[src/hdl/rcfd_pkg.sv]
// Package for the remote-control frame decoder: sizes, register indexes and shared types.
// Used by every module of the block; depends on nothing.
`default_nettype none

package rcfd_pkg;

    localparam int BUFFER_DEPTH = 128;
    localparam int STORED_BYTES = 16;
    localparam int COUNT_W = $clog2(BUFFER_DEPTH + 1);
    localparam int STORE_IDX_W = $clog2(STORED_BYTES);
    localparam int CFG_INDEX_W = 2;
    localparam int CFG_DATA_W = 11;
    localparam int QUEUE_DEPTH = 2;
    localparam int QUEUE_PTR_W = $clog2(QUEUE_DEPTH);
    localparam int QUEUE_CNT_W = $clog2(QUEUE_DEPTH + 1);

    localparam logic [CFG_INDEX_W-1:0] CFG_DEAD_BAND     = 2'd0;
    localparam logic [CFG_INDEX_W-1:0] CFG_CHANNEL_LIMIT = 2'd1;
    localparam logic [CFG_INDEX_W-1:0] CFG_FRAME_LENGTH  = 2'd2;

    localparam logic [9:0]  DEAD_BAND_RESET     = 10'd6;
    localparam logic [10:0] CHANNEL_LIMIT_RESET = 11'd650;
    localparam logic [7:0]  FRAME_LENGTH_RESET  = 8'd18;

    typedef logic [STORED_BYTES-1:0][7:0] frame_t;

    typedef struct packed {
        logic full;
        logic empty;
    } queue_status_t;

endpackage

`default_nettype wire

[src/hdl/rcfd_front.sv]
// Front end of the frame decoder: counts and stores received bytes, and on a line-idle
// word with a matching count pushes a snapshot of the stored frame. Uses rcfd_pkg.
`default_nettype none

module rcfd_front
    import rcfd_pkg::*;
(
    input  wire logic          clk,
    input  wire logic          rst_n,
    input  wire logic          in_valid,
    output logic               in_ready,
    input  wire logic [7:0]    rx_byte,
    input  wire logic          line_idle,
    input  wire logic [7:0]    frame_length,
    input  wire queue_status_t q_status,
    output logic               push,
    output frame_t             push_frame
);

    logic [COUNT_W-1:0] count_reg;
    logic [COUNT_W-1:0] count_next;
    frame_t             frame_reg;
    frame_t             frame_next;
    logic               accept;
    logic               match;

    assign in_ready = !q_status.full;
    assign accept = in_valid && in_ready;
    assign match = ({{(COUNT_W + 8){1'b0}}, count_reg}
                    == {{COUNT_W{1'b0}}, 8'(0), frame_length} ) ? 1'b1 : 1'b0;
    assign push = accept && line_idle && match;
    assign push_frame = frame_reg;

    always_comb
    begin
        count_next = count_reg;
        frame_next = frame_reg;
        if (accept)
        begin
            if (line_idle)
            begin
                count_next = '0;
            end
            else if (count_reg < COUNT_W'(BUFFER_DEPTH))
            begin
                if (count_reg < COUNT_W'(STORED_BYTES))
                begin
                    frame_next[count_reg[STORE_IDX_W-1:0]] = rx_byte;
                end
                count_next = count_reg + COUNT_W'(1);
            end
        end
    end

    always_ff @(posedge clk or negedge rst_n)
    begin
        if (!rst_n)
        begin
            count_reg <= '0;
            frame_reg <= '0;
        end
        else
        begin
            count_reg <= count_next;
            frame_reg <= frame_next;
        end
    end

endmodule

`default_nettype wire

[src/hdl/rcfd_queue.sv]
// Two-entry register queue of frame snapshots between front and back end.
// Uses rcfd_pkg for the frame type and the status struct.
`default_nettype none

module rcfd_queue
    import rcfd_pkg::*;
(
    input  wire logic   clk,
    input  wire logic   rst_n,
    input  wire logic   push,
    input  wire frame_t push_frame,
    input  wire logic   pop,
    output frame_t      pop_frame,
    output queue_status_t q_status
);

    frame_t                 entry_reg [QUEUE_DEPTH];
    logic [QUEUE_PTR_W-1:0] wr_ptr_reg;
    logic [QUEUE_PTR_W-1:0] rd_ptr_reg;
    logic [QUEUE_CNT_W-1:0] fill_reg;
    logic [QUEUE_CNT_W-1:0] fill_next;

    assign q_status.full = (fill_reg == QUEUE_CNT_W'(QUEUE_DEPTH));
    assign q_status.empty = (fill_reg == '0);
    assign pop_frame = entry_reg[rd_ptr_reg];

    always_comb
    begin
        fill_next = fill_reg;
        if (push && !pop)
        begin
            fill_next = fill_reg + QUEUE_CNT_W'(1);
        end
        else if (pop && !push)
        begin
            fill_next = fill_reg - QUEUE_CNT_W'(1);
        end
    end

    always_ff @(posedge clk or negedge rst_n)
    begin
        if (!rst_n)
        begin
            wr_ptr_reg <= '0;
            rd_ptr_reg <= '0;
            fill_reg <= '0;
        end
        else
        begin
            fill_reg <= fill_next;
            if (push)
            begin
                wr_ptr_reg <= wr_ptr_reg + QUEUE_PTR_W'(1);
            end
            if (pop)
            begin
                rd_ptr_reg <= rd_ptr_reg + QUEUE_PTR_W'(1);
            end
        end
    end

    always_ff @(posedge clk)
    begin
        if (push)
        begin
            entry_reg[wr_ptr_reg] <= push_frame;
        end
    end

endmodule

`default_nettype wire

[src/hdl/rcfd_back.sv]
// Back end of the frame decoder: unpacks a queued frame, shapes the stick channels,
// tracks the switches and holds the result word in an output register. Uses rcfd_pkg.
`default_nettype none

module rcfd_back
    import rcfd_pkg::*;
(
    input  wire logic          clk,
    input  wire logic          rst_n,
    input  wire queue_status_t q_status,
    input  wire frame_t        pop_frame,
    output logic               pop,
    input  wire logic [9:0]    dead_band,
    input  wire logic [10:0]   channel_limit,
    output logic               out_valid,
    input  wire logic          out_ready,
    output logic signed [10:0] stick_one,
    output logic signed [10:0] stick_two,
    output logic signed [10:0] stick_three,
    output logic signed [10:0] stick_four,
    output logic [3:0]         switches_now,
    output logic [3:0]         switches_before,
    output logic signed [15:0] mouse_x,
    output logic signed [15:0] mouse_y,
    output logic signed [15:0] mouse_z,
    output logic [7:0]         left_button,
    output logic [7:0]         right_button,
    output logic [15:0]        key_bits
);

    logic              out_valid_reg;
    logic [1:0]        sw_one_reg;
    logic [1:0]        sw_two_reg;
    logic [1:0]        sw_one_before_reg;
    logic [1:0]        sw_two_before_reg;
    logic [1:0]        sw_one_next;
    logic [1:0]        sw_two_next;
    logic [1:0]        sw_one_before_next;
    logic [1:0]        sw_two_before_next;
    logic [10:0]       raw [4];
    logic signed [10:0] shaped [4];
    logic signed [10:0] stick_reg [4];
    logic [3:0]        sw_now_reg;
    logic [3:0]        sw_before_reg;
    logic [15:0]       mouse_x_reg;
    logic [15:0]       mouse_y_reg;
    logic [15:0]       mouse_z_reg;
    logic [7:0]        left_reg;
    logic [7:0]        right_reg;
    logic [15:0]       key_reg;

    function automatic logic signed [10:0] shape(input logic [10:0] r,
                                                 input logic [9:0] db,
                                                 input logic [10:0] lim);
        logic signed [12:0] v;
        logic signed [12:0] db_s;
        logic signed [12:0] lim_s;
        logic signed [12:0] res;
        v = 13'(signed'({~r[10], r[9:0]}));
        db_s = signed'({3'b000, db});
        lim_s = signed'({2'b00, lim});
        res = v;
        if (v <= db_s && v >= -db_s)
        begin
            res = '0;
        end
        if (res > lim_s)
        begin
            res = lim_s;
        end
        if (res < -lim_s)
        begin
            res = -lim_s;
        end
        return res[10:0];
    endfunction

    assign pop = !q_status.empty && (!out_valid_reg || out_ready);

    assign raw[0] = {pop_frame[1][2:0], pop_frame[0]};
    assign raw[1] = {pop_frame[2][5:0], pop_frame[1][7:3]};
    assign raw[2] = {pop_frame[4][0], pop_frame[3], pop_frame[2][7:6]};
    assign raw[3] = {pop_frame[5][3:0], pop_frame[4][7:1]};

    always_comb
    begin
        for (int i = 0; i < 4; i++)
        begin
            shaped[i] = shape(raw[i], dead_band, channel_limit);
        end
    end

    always_comb
    begin
        sw_one_next = pop_frame[5][7:6];
        sw_two_next = pop_frame[5][5:4];
        sw_one_before_next = sw_one_before_reg;
        sw_two_before_next = sw_two_before_reg;
        if (sw_one_next != sw_one_reg)
        begin
            sw_one_before_next = sw_one_reg;
        end
        if (sw_two_next != sw_two_reg)
        begin
            sw_two_before_next = sw_two_reg;
        end
    end

    always_ff @(posedge clk or negedge rst_n)
    begin
        if (!rst_n)
        begin
            out_valid_reg <= 1'b0;
            sw_one_reg <= '0;
            sw_two_reg <= '0;
            sw_one_before_reg <= '0;
            sw_two_before_reg <= '0;
        end
        else
        begin
            if (pop)
            begin
                out_valid_reg <= 1'b1;
                sw_one_reg <= sw_one_next;
                sw_two_reg <= sw_two_next;
                sw_one_before_reg <= sw_one_before_next;
                sw_two_before_reg <= sw_two_before_next;
            end
            else if (out_ready)
            begin
                out_valid_reg <= 1'b0;
            end
        end
    end

    always_ff @(posedge clk)
    begin
        if (pop)
        begin
            for (int i = 0; i < 4; i++)
            begin
                stick_reg[i] <= shaped[i];
            end
            sw_now_reg <= {sw_one_next, sw_two_next};
            sw_before_reg <= {sw_one_before_next, sw_two_before_next};
            mouse_x_reg <= {pop_frame[7], pop_frame[6]};
            mouse_y_reg <= {pop_frame[9], pop_frame[8]};
            mouse_z_reg <= {pop_frame[11], pop_frame[10]};
            left_reg <= pop_frame[12];
            right_reg <= pop_frame[13];
            key_reg <= {pop_frame[15], pop_frame[14]};
        end
    end

    assign out_valid = out_valid_reg;
    assign stick_one = stick_reg[0];
    assign stick_two = stick_reg[1];
    assign stick_three = stick_reg[2];
    assign stick_four = stick_reg[3];
    assign switches_now = sw_now_reg;
    assign switches_before = sw_before_reg;
    assign mouse_x = signed'(mouse_x_reg);
    assign mouse_y = signed'(mouse_y_reg);
    assign mouse_z = signed'(mouse_z_reg);
    assign left_button = left_reg;
    assign right_button = right_reg;
    assign key_bits = key_reg;

endmodule

`default_nettype wire

[src/hdl/rc_receiver_frame_decoder.sv]
// Top level of the remote-control frame decoder: configuration registers and the
// front end, frame queue and back end. Uses rcfd_pkg, rcfd_front, rcfd_queue, rcfd_back.
//
// The input channel takes one word per cycle: a received byte, or a line-idle word
// that ends a burst. A burst whose byte count (which saturates at BUFFER_DEPTH) equals
// frame_length produces one result word on the output channel; any other idle produces
// nothing. A decoding idle's frame is queued and then loaded into the output register;
// a new input word is taken every cycle while the two-entry frame queue has room.
// The configuration channel is always ready and writes dead_band, channel_limit and
// frame_length by index; other indexes are ignored.
// Reset clears the byte count, the stored frame bytes, the switch history and the
// queue, and loads the register defaults. When the receiver stalls, the result stays
// in the output register, the queue fills behind it, and in_ready drops only once
// the queue holds two frames; data bytes are then held off as well.
`default_nettype none

module rc_receiver_frame_decoder
    import rcfd_pkg::*;
(
    input  wire logic                   clk,
    input  wire logic                   rst_n,
    input  wire logic                   in_valid,
    output logic                        in_ready,
    input  wire logic [7:0]             rx_byte,
    input  wire logic                   line_idle,
    input  wire logic                   cfg_valid,
    output logic                        cfg_ready,
    input  wire logic [CFG_INDEX_W-1:0] cfg_index,
    input  wire logic [CFG_DATA_W-1:0]  cfg_data,
    output logic                        out_valid,
    input  wire logic                   out_ready,
    output logic signed [10:0]          stick_one,
    output logic signed [10:0]          stick_two,
    output logic signed [10:0]          stick_three,
    output logic signed [10:0]          stick_four,
    output logic [3:0]                  switches_now,
    output logic [3:0]                  switches_before,
    output logic signed [15:0]          mouse_x,
    output logic signed [15:0]          mouse_y,
    output logic signed [15:0]          mouse_z,
    output logic [7:0]                  left_button,
    output logic [7:0]                  right_button,
    output logic [15:0]                 key_bits
);

    logic [9:0]    dead_band_reg;
    logic [10:0]   channel_limit_reg;
    logic [7:0]    frame_length_reg;
    queue_status_t q_status;
    logic          push;
    logic          pop;
    frame_t        push_frame;
    frame_t        pop_frame;

    assign cfg_ready = 1'b1;

    always_ff @(posedge clk or negedge rst_n)
    begin
        if (!rst_n)
        begin
            dead_band_reg <= DEAD_BAND_RESET;
            channel_limit_reg <= CHANNEL_LIMIT_RESET;
            frame_length_reg <= FRAME_LENGTH_RESET;
        end
        else if (cfg_valid && cfg_ready)
        begin
            unique case (cfg_index)
                CFG_DEAD_BAND:
                begin
                    dead_band_reg <= cfg_data[9:0];
                end
                CFG_CHANNEL_LIMIT:
                begin
                    channel_limit_reg <= cfg_data[10:0];
                end
                CFG_FRAME_LENGTH:
                begin
                    frame_length_reg <= cfg_data[7:0];
                end
                default:
                begin
                end
            endcase
        end
    end

    rcfd_front u_front (
        .clk          (clk),
        .rst_n        (rst_n),
        .in_valid     (in_valid),
        .in_ready     (in_ready),
        .rx_byte      (rx_byte),
        .line_idle    (line_idle),
        .frame_length (frame_length_reg),
        .q_status     (q_status),
        .push         (push),
        .push_frame   (push_frame)
    );

    rcfd_queue u_queue (
        .clk        (clk),
        .rst_n      (rst_n),
        .push       (push),
        .push_frame (push_frame),
        .pop        (pop),
        .pop_frame  (pop_frame),
        .q_status   (q_status)
    );

    rcfd_back u_back (
        .clk             (clk),
        .rst_n           (rst_n),
        .q_status        (q_status),
        .pop_frame       (pop_frame),
        .pop             (pop),
        .dead_band       (dead_band_reg),
        .channel_limit   (channel_limit_reg),
        .out_valid       (out_valid),
        .out_ready       (out_ready),
        .stick_one       (stick_one),
        .stick_two       (stick_two),
        .stick_three     (stick_three),
        .stick_four      (stick_four),
        .switches_now    (switches_now),
        .switches_before (switches_before),
        .mouse_x         (mouse_x),
        .mouse_y         (mouse_y),
        .mouse_z         (mouse_z),
        .left_button     (left_button),
        .right_button    (right_button),
        .key_bits        (key_bits)
    );

endmodule

`default_nettype wire

[config.mk]
export PLATFORM = sky130hd
export DESIGN_NAME = rc_receiver_frame_decoder
export DESIGN_NICKNAME = d
export VERILOG_FILES = /design/src/hdl/rcfd_pkg.sv /design/src/hdl/rcfd_front.sv /design/src/hdl/rcfd_queue.sv /design/src/hdl/rcfd_back.sv /design/src/hdl/rc_receiver_frame_decoder.sv
export SDC_FILE = /design/constraint.sdc
export NUM_CORES = 1
export LEC_CHECK = 0
export ABC_AREA = 1
export BUFFER_PORTS_ARGS = -buffer_cell sky130_fd_sc_hd__buf_2
export CAP_MARGIN = 10
export CORE_MARGIN = 3
export CORE_UTILIZATION = 61
export CTS_BUF_LIST = sky130_fd_sc_hd__clkbuf_8 sky130_fd_sc_hd__clkbuf_16
export DETAILED_ROUTE_END_ITERATION = 6
export PLACE_DENSITY = 0.8
export SLEW_MARGIN = 40
export SYNTH_ARGS = -nofsm -noshare
export SYNTH_HDL_FRONTEND = slang
export SYNTH_SLANG_ARGS = --single-unit
[constraint.sdc]
create_clock -name clk -period 8.6 [get_ports clk]
set_input_delay 2.58 -clock clk [delete_from_list [all_inputs] [get_ports clk]]
set_output_delay 2.58 -clock clk [all_outputs]
set_load 0.02 [all_outputs]
==> impl_metrics.ini, run 1 <==
[setup_path]
crit_path_start_kind = register
critical_path.endpoint = u_back.stick_reg[1][2]
r2r-end = u_back.stick_reg[1][2]
cpPeakStageDelay_ns = 0.62
path_common_cell = nand2_1
critPathRequiredTime_ns = 8.94
worst_path_max_delay_cell = o21ai_0
r2r_start = dead_band_reg[0]
reg2regPathDepth = 42
crit_arrival_ns = 7.64
end_kind = register
worstSetupPathType = register to register
r2r_setup_slack_ns = 1.30
cp-startpoint = dead_band_reg[0]
cp_max_fo = 22

[placed_design]
numPortBuffers = 160
place_area_um2 = 27660
place_hpwl_um = 43520
gp_congestion = 0.9492
dp_slack_ns = 1.586

[logic_synthesis]
yosys.area_share.simple = 0.1721
syn-num-nets = 2716
synth.top_cell.area_share = 0.4428
yosys.area.top_type = edfxtp_1
yosys_warnings = 0
ys_types = 52
synthTopCellsByCount = nand2_1, edfxtp_1, o21ai_0
synth_compound_area_frac = 0.08078
synth_edf_count = 388
synth_flop_cell = edfxtp_1
yosys-top-cells-area = edfxtp_1, dfrtp_1, nand2_1, ha_1, o21ai_0
synthMuxAreaShare = 0
synth_top_family_by_area = simple AND/OR/NAND/NOR gates
synth_cells = 2506
synth_most_common_cell = nand2_1
synth_area_um2 = 26320
yosys.area_share.xor_xnor = 0.007655
synth_async_sr_flop_share = 0.3145
avgSynthCellArea_um2 = 10.50
ys_seq_area_frac = 0.6124
synth_fa_ha_area_frac = 0.08701
ys_ff_latch = 566

[cts]
cts_made_buffers = 52
post_cts_buffers = 0
root_buffer = clkbuf_16
clock-sinks = 566
cts_tree = yes
path_clk_slew_ns = 0.08
post_cts_resized = 0
cts_hold_buffers = 0
clkLatencyLatePin_ns = 0.62
cts_max_path_buffers = 3
cts-htree-levels = 2

[die]
die-area_um2 = 45670
core_area_um2 = 42320
die_x_um = 213.7
fp.dieH_um = 213.7
std_cell_rows = 75
ios = 162
start_util = 0.6218

[global_route]
grt_max_degree = 105
overflow = 0
grt_pass1_vias = 18210
grt_antenna_before_repair = 2
grt_pass1_wl_um = 98960
grt_use_total = 0.2829

[timing]
fmax_mhz = 137.0
slew_violations = 0
hold-worst-slack_ns = 0.4637
hold_viol_final = 0
skew_ns = 0.04348
relSlewSlack = 0.4334
finalWorstSetupSlack_ns = 1.299
finalCritPeriodShare = 0.8490
fin_crit_ns = 7.301
worst_pin_slew_ns = 0.8490
setup_viol = 0
rsz0062_at_grt = no

[cells_and_area]
final_core_util = 0.6958
finalNetCount = 2868
syn_to_final_growth_pct = 11.90
stdcell_area_um2 = 29450
largest_reg_flops = 256
fillers = 3021
drive_above_1_share = 0.1322

[pwr]
power_frac_clock = 0.221
intPower_mw = 6.352
combinationalPowerShare = 0.404
p_leak_nw = 13.32
power_density_nw_per_um2 = 359.0
p_sw_mw = 4.220
switching_share = 0.3992
p_total_mw = 10.57
seqPwrFrac = 0.376
vdd_ir_drop_max_uv = 273.1

[min_path]
hold_path_class = register to register

[route]
routedWlPerCell_um = 19.54
detail-route-antenna-nets = 0
drt_iter0_drc = 1750
highest_layer = met4
wl_met1_um = 26720
drc = 0
vias_per_cell = 5.683
vias = 18640
wl_met3_um = 4215
routed_wl_um = 64070
wl_met2_um = 31010
dr.pass1.iters = 5

[status]
status = complete, no violations

[flow_run]
cap_violations = 0
-- final cells by class --
class,instances,area [um2],share of cell area
multi-input combinational,1677,9176,0.3116
clock inverter,41,400.4,0.01360
tap,577,721.9,0.02452
clock buffer,56,1356,0.04606
timing repair buffer,176,972.2,0.03302
sequential,566,16120,0.5475
inverter,185,695.7,0.02363
antenna,1,2.502,0.00008498
-- worst max-delay path, delay by kind of cell, from the launching register on --
kind	cells	cell delay, ns
buf+inv	4	0.53
fa+ha+maj	4	1.09
compound gates	12	2.57
flops	1	0.51
simple gates	22	2.32
-- worst min-delay path by stage --
stage,endpoint,startpoint,cells past startpoint,slack (ns)
3_5_place_dp,u_queue.entry_reg[0][54],u_front.push_frame[54],0,0.45
4_1_cts,u_queue.entry_reg[1][22],u_front.push_frame[22],0,0.46
5_1_grt,u_queue.entry_reg[0][65],u_front.push_frame[65],0,0.48
3_3_place_gp,u_queue.entry_reg[0][27],u_front.push_frame[27],0,0.45
2_1_floorplan,u_queue.entry_reg[0][0],u_front.push_frame[0],0,0.44
6_report,u_queue.entry_reg[1][22],u_front.push_frame[22],0,0.46
-- placed cells by master (no fill, tap or decap), types with 37 or more instances in the layout --
master     count
nand2_1      738
nand3_1       98
buf_2        159
nor2_1        97
o21ai_0      274
clkbuf_16     53
or2_2         37
inv_1        182
a21oi_1       80
dfrtp_1      168
ha_1         183
edfxtp_1     388
-- power groups by stage --
stage	sequential [mW]	clock (mW)	combinational, mW
floorplan	4.44	0	2.55
global placement	3.98	0	4.08
global route	4.03	2.47	4.80
finish	3.97	2.33	4.27
detailed placement	4.01	0	4.20
CTS	3.97	2.36	4.23
-- routing by layer --
metal / up-vias / track usage
met2: 695 / 0.4721
met5: - / 0
met4: 0 / 0.1010
li1: 8861 / -
met3: 140 / 0.03950
met1: 8940 / 0.3861
-- through the flow --
stage	instances	TNS [ns]
global route	3279	0
global placement	3180	0
CTS	3277	0
detailed placement	3180	0
floorplan	2506	-171.48
finish	3279	0
-- cells by family after synthesis --
group           after synthesis
fa+ha+maj                   183
buf+inv                     263
flops                       566
simple gates               1067
other cells                   1
xor+xnor                     23
compound gates              403
(Power assumes the default switching activity.)
==> run 2, diff against run 1 <==
--- a/config.mk
+++ b/config.mk
@@ -9,10 +9,10 @@
 export BUFFER_PORTS_ARGS = -buffer_cell sky130_fd_sc_hd__buf_2
 export CAP_MARGIN = 10
 export CORE_MARGIN = 3
-export CORE_UTILIZATION = 61
+export CORE_UTILIZATION = 55
 export CTS_BUF_LIST = sky130_fd_sc_hd__clkbuf_8 sky130_fd_sc_hd__clkbuf_16
 export DETAILED_ROUTE_END_ITERATION = 6
-export PLACE_DENSITY = 0.8
+export PLACE_DENSITY = 0.76
 export SLEW_MARGIN = 40
 export SYNTH_ARGS = -nofsm -noshare
 export SYNTH_HDL_FRONTEND = slang
==> constraint.sdc (replaced) <==
create_clock -name clk -period 6.15 [get_ports clk]
set_input_delay 1.845 -clock clk [delete_from_list [all_inputs] [get_ports clk]]
set_output_delay 1.845 -clock clk [all_outputs]
set_load 0.02 [all_outputs]
==> run 2 against run 1 <==
  * The flow now finishes with violations (design-rule violations)
  * Fmax up 24%
  * Wire length up 4.4%
  * Utilization down 2.3 points
  * Critical path depth down 11
  * Die area up 11%
  * Clock-buffer cell count up 12
==> impl_metrics.ini, run 2 (same netlist as run 1, synthesis figures left out) <==
[die]
start_util = 0.5605
std_cell_rows = 79
core_area_um2 = 46950
fp.dieH_um = 224.7
die-area_um2 = 50510
die_x_um = 224.7
ios = 162

[setup_path]
path_common_cell = nand2_1
crit_arrival_ns = 6.24
reg2regPathDepth = 31
worstPathBufferInverterCount = 5
path_delay_family = compound AO/OA/AOI/OAI gates
cpPeakStageDelay_ns = 0.50
worstSetupPathType = register to register
crit_path_start_kind = register
critPathRequiredTime_ns = 6.49
end_kind = register
cp_max_fo = 57
cp.depth = 31
worst_path_max_delay_cell = dfrtp_4

[global_route]
grt_antenna_before_repair = 1
grt_use_total = 0.2557
grt_max_degree = 150
overflow = 0
grt_pass1_wl_um = 100600
grt_pass1_vias = 18760

[cells_and_area]
fillers = 3410
finalNetCount = 3004
drive_above_1_share = 0.2229
final_cell_mix = nand2_1, edfxtp_1, o21ai_0
layout_commonest_cell = nand2_1
largest_reg_flops = 256
regArea_um2 = 16120
final_core_util = 0.6732
syn_to_final_growth_pct = 20.12
multiInputGateArea_um2 = 9903

[cts]
path_clk_slew_ns = 0.07
root_buffer = clkbuf_16
cts_hold_buffers = 0
cts-htree-levels = 2
cts_max_path_buffers = 3
clock-sinks = 566
cts_tree = yes
cts_made_buffers = 54
clkLatencyLatePin_ns = 0.63

[timing]
setup_viol = 0
finalCritPeriodShare = 0.9591
hold_viol_final = 0
finalWorstSetupSlack_ns = 0.2515
fmax_mhz = 169.5
relSlewSlack = 0.4149
finalSetupTns_ns = 0
worst_pin_slew_ns = 0.8777
fin_crit_ns = 5.899
skew_ns = 0.05447
rsz0062_at_grt = yes
slew_violations = 0

[route]
drt_iter0_drc = 1591
routedWlPerCell_um = 19.40
vias = 19370
dr.pass1.iters = 7
detail-route-antenna-nets = 0
vias_per_cell = 5.617
drc = 1
routed_wl_um = 66890

[pwr]
p_total_mw = 16.58
power_density_nw_per_um2 = 524.5
p_leak_nw = 14.26
vdd_ir_drop_max_uv = 504.1

[min_path]
hold_path_class = register to register
worstHoldPathCells = 0

[placed_design]
numPortBuffers = 160
dp_slack_ns = -0.2383
place_hpwl_um = 44920
gp_congestion = 0.9828

[status]
violations = design-rule violations
status = finished with violations

[flow_run]
cap_violations = 0
## run 2: cell count changes in the layout (fill, tap and decap cells not counted), moves of 15 or more
| cell | change |
|---|---|
| buf_4 | +111 |
| ha_1 | -17 |
| ha_4 | +15 |
| nand2_1 | -25 |
| nand2_2 | +17 |
| nor2_1 | -26 |
| o21ai_0 | -50 |
| o21ai_1 | +26 |
| o21ai_2 | +24 |
## run 2: power breakdown
part | total [mW] | switching, mW | internal, mW
Clock | 3.58 | 1.44 | 2.14
Sequential | 5.57 | 0.380 | 5.19
Combinational | 7.43 | 4.68 | 2.75
Total | 16.6 | 6.50 | 10.1
## run 2: repair_timing
item / 4_1_cts / 5_1_grt
pin swaps: 1 / 39
endpoints found under the setup margin: 44 / 44
gates cloned: 0 / 11
gates resized for setup: 21 / 201
setup buffers: 1 / 15
## run 2: cell type report
type,count,share of cell area
diodes,1,0.00007917
clock buffers,68,0.04920
clock inverters,34,0.01342
inverters,185,0.02248
multi-input cells,1683,0.3133
flip-flops and latches,566,0.5100
well taps,607,0.02403
repair buffers,302,0.06705
repair inverters,2,0.0004750
## run 2: path summary, 6_finish.rpt
kind / slack [ns] / from / endpoint
max in group asynchronous: 3.80 / rst_n / dead_band_reg[8]
setup / recovery: 0.25 / u_queue.rd_ptr_reg / u_back.stick_reg[0][1]
hold reg to reg: 0.46 / u_front.push_frame[64] / u_queue.entry_reg[0][64]
min in group asynchronous: 1.22 / rst_n / u_front.push_frame[82]
setup reg to reg: 0.25 / u_queue.rd_ptr_reg / u_back.stick_reg[0][1]
hold / removal: 0.46 / u_front.push_frame[64] / u_queue.entry_reg[0][64]
## run 2: per-stage QoR
| stage | instance area (um2) | hold slack, ns | cells |
|---|---|---|---|
| floorplan | 26320 | 0.4424 | 2506 |
| global placement | 28590 | 0.4481 | 3314 |
| detailed placement | 28620 | 0.4547 | 3316 |
| CTS | 30650 | 0.4565 | 3419 |
| global route | 31610 | 0.4756 | 3448 |
| finish | 31610 | 0.4582 | 3448 |
## run 2: metal layers
metal / vias to the layer above / GRT usage / wire [um]
li1: 9149 / - / -
met1: 9359 / 0.3436 / 28060
met2: 704 / 0.4259 / 32450
met3: 157 / 0.03811 / 4036
met4: 0 / 0.09801 / 2347
met5: - / 0 / 0
## run 2: worst reg2reg max path, delay by kind of cell, from the launching register on
family          cells  cell delay (ns)
fa+ha+maj           3             0.84
simple gates       12             1.10
buf+inv             5             0.80
compound gates     11             2.40
flops               1             0.50
==> run 3, diff against run 2 <==
--- a/config.mk
+++ b/config.mk
@@ -8,11 +8,14 @@
 export ABC_AREA = 1
 export BUFFER_PORTS_ARGS = -buffer_cell sky130_fd_sc_hd__buf_2
 export CAP_MARGIN = 10
+export CELL_PAD_IN_SITES_DETAIL_PLACEMENT = 1
+export CELL_PAD_IN_SITES_GLOBAL_PLACEMENT = 2
 export CORE_MARGIN = 3
-export CORE_UTILIZATION = 55
+export CORE_UTILIZATION = 36
 export CTS_BUF_LIST = sky130_fd_sc_hd__clkbuf_8 sky130_fd_sc_hd__clkbuf_16
 export DETAILED_ROUTE_END_ITERATION = 6
-export PLACE_DENSITY = 0.76
+export HOLD_SLACK_MARGIN = 0.12
+export PLACE_DENSITY_LB_ADDON = 0.1
 export SLEW_MARGIN = 40
 export SYNTH_ARGS = -nofsm -noshare
 export SYNTH_HDL_FRONTEND = slang
==> run 3 against run 2 <==
  * The flow now finishes without violations
  * Flip-flop and latch count is the same
  * Largest power group unchanged
  * Critical path depth grew 16
  * First-iteration DRC count decreased by 39%
  * Clock-buffer cell count did not move
  * Utilization is 20 points lower
  * Highest routed layer unchanged
  * Clock power increased by 5%
  * Global-route usage is 4.5 points lower
  * Wire length rose by 26%
  * Worst hold slack worse by 0.0065 ns
  * Combinational power up 24%
  * Cell count up 15%
  * Via count rose by 2.7%
==> impl_metrics.ini, run 3 (same netlist as run 1, synthesis figures left out) <==
[die]
std_cell_rows = 98
die_x_um = 276.4
start_util = 0.3656
ios = 162
core_area_um2 = 71980
fp.dieH_um = 276.4
die-area_um2 = 76380

[global_route]
grt_antenna_before_repair = 0
grt_pass1_vias = 20920
grt_max_degree = 129
grt_pass1_wl_um = 124000
grt_use_total = 0.2111
overflow = 0

[setup_path]
critical_path.endpoint = u_back.stick_reg[0][3]
end_kind = register
cp.depth = 47
worstSetupPathType = register to register
cp-startpoint = dead_band_reg[1]
critPathRequiredTime_ns = 6.51
crit_arrival_ns = 6.42
cpPeakStageDelay_ns = 0.54
r2r_setup_slack_ns = 0.1
worst_path_max_delay_cell = dfstp_2
crit_path_start_kind = register
reg2regPathDepth = 47
worstPathBufferInverterCount = 8
path_delay_family = simple AND/OR/NAND/NOR gates
cp_max_fo = 5
r2r_start = dead_band_reg[1]
r2r-end = u_back.stick_reg[0][3]
path_common_cell = nand2_1

[timing]
fin_crit_ns = 6.053
finalSetupTns_ns = 0
hold_viol_final = 0
skew_ns = 0.05936
fmax_mhz = 165.2
finalCritPeriodShare = 0.9842
slew_violations = 0
relSlewSlack = 0.4213
setup_viol = 0
worst_pin_slew_ns = 0.8652
rsz0062_at_grt = yes

[placed_design]
place_area_um2 = 30190
gp_congestion = 0.8954
numPortBuffers = 160
place_hpwl_um = 57190

[cts]
cts-htree-levels = 2
cts_tree = yes
cts_max_path_buffers = 3
clkLatencyLatePin_ns = 0.66
root_buffer = clkbuf_16
path_clk_slew_ns = 0.06
cts_made_buffers = 60
clock-sinks = 566
cts_hold_buffers = 0

[route]
routedWlPerCell_um = 21.15
vias_per_cell = 5.005
dr.pass1.iters = 5
routed_wl_um = 84070
vias = 19890
drt_iter0_drc = 977
detail-route-antenna-nets = 0
drc = 0

[cells_and_area]
finalNetCount = 3182
drive_above_1_share = 0.2950
antenna_cells = 0
syn_to_final_growth_pct = 30.00
stdcell_area_um2 = 34210
final_core_util = 0.4753
largest_reg_flops = 256
layout_commonest_cell = nand2_1
final_cell_mix = nand2_1, edfxtp_1, buf_4

[status]
status = complete, no violations

[pwr]
intPower_mw = 11.14
power_frac_clock = 0.203
switching_share = 0.4001
vdd_ir_drop_max_uv = 356.5
seqPwrFrac = 0.301
combinationalPowerShare = 0.496
p_leak_nw = 15.39
p_total_mw = 18.57
power_density_nw_per_um2 = 542.9
p_sw_mw = 7.430

[flow_run]
cap_violations = 0

[min_path]
hold_path_class = register to register
-- run 3: cell types whose count changed in the layout (fill, tap and decap cells not counted), moves of 12 or more --
cell     previous run  this run
a21oi_1            70        53
a21oi_2            10        26
ha_1              166       154
nand2_1           713       694
ha_4               15        29
buf_4             121       279
-- run 3: worst min-delay path by stage --
stage                                     to  cells after the start                    from  slack (ns)
CTS                 u_queue.entry_reg[0][89]                      0  u_front.push_frame[89]        0.44
finish              u_queue.entry_reg[0][89]                      0  u_front.push_frame[89]        0.45
detailed placement  u_queue.entry_reg[0][41]                      0  u_front.push_frame[41]        0.46
floorplan            u_queue.entry_reg[0][0]                      0   u_front.push_frame[0]        0.44
global route        u_queue.entry_reg[0][89]                      0  u_front.push_frame[89]        0.46
global placement    u_queue.entry_reg[0][27]                      0  u_front.push_frame[27]        0.45
-- run 3: per-stage QoR --
| step | setup WS, ns | cells | hold slack, ns |
|---|---|---|---|
| final | 0.09745 | 3974 | 0.4517 |
| after global routing | -0.3666 | 3974 | 0.4603 |
| after CTS | 0.00003597 | 3925 | 0.4428 |
| after detailed placement | -0.9458 | 3809 | 0.4556 |
| after global placement | -0.6771 | 3808 | 0.4493 |
| after floorplan | -0.2394 | 2506 | 0.4424 |
-- run 3: layout make-up --
type / instances / area [um2]
clock inverters: 46 / 493.0
repair inverters: 3 / 16.27
fillers: 7773 / 37770
inverters: 185 / 730.7
well taps: 950 / 1189
clock buffers: 68 / 1612
repair buffers: 474 / 3532
multi-input cells: 1682 / 10520
flip-flops and latches: 566 / 16120
-- run 3: per-layer routing --
layer,vias to the layer above,share of wire,GRT usage
li1,9499,-,-
met1,10020,0.42,0.2580
met2,256,0.52,0.3892
met3,117,0.028,0.02415
met4,0,0.029,0.06364
met5,-,0,0
-- run 3: what timing repair did --
item / in CTS / in global routing
gates resized for setup: 73 / 281
pin swaps: 4 / 100
setup buffers: 2 / 30
endpoints found under the setup margin: 44 / 44
gates cloned: 0 / 17
-- run 3: power groups by stage --
| stage | registers [mW] | logic [mW] | clock network (mW) |
|---|---|---|---|
| 6_report | 5.59 | 9.22 | 3.77 |
| 2_1_floorplan | 6.17 | 3.57 | 0 |
| 5_1_grt | 5.68 | 10.1 | 4.03 |
| 3_3_place_gp | 5.62 | 7.56 | 0 |
| 4_1_cts | 5.60 | 8.02 | 3.86 |
| 3_5_place_dp | 5.65 | 7.82 | 0 |
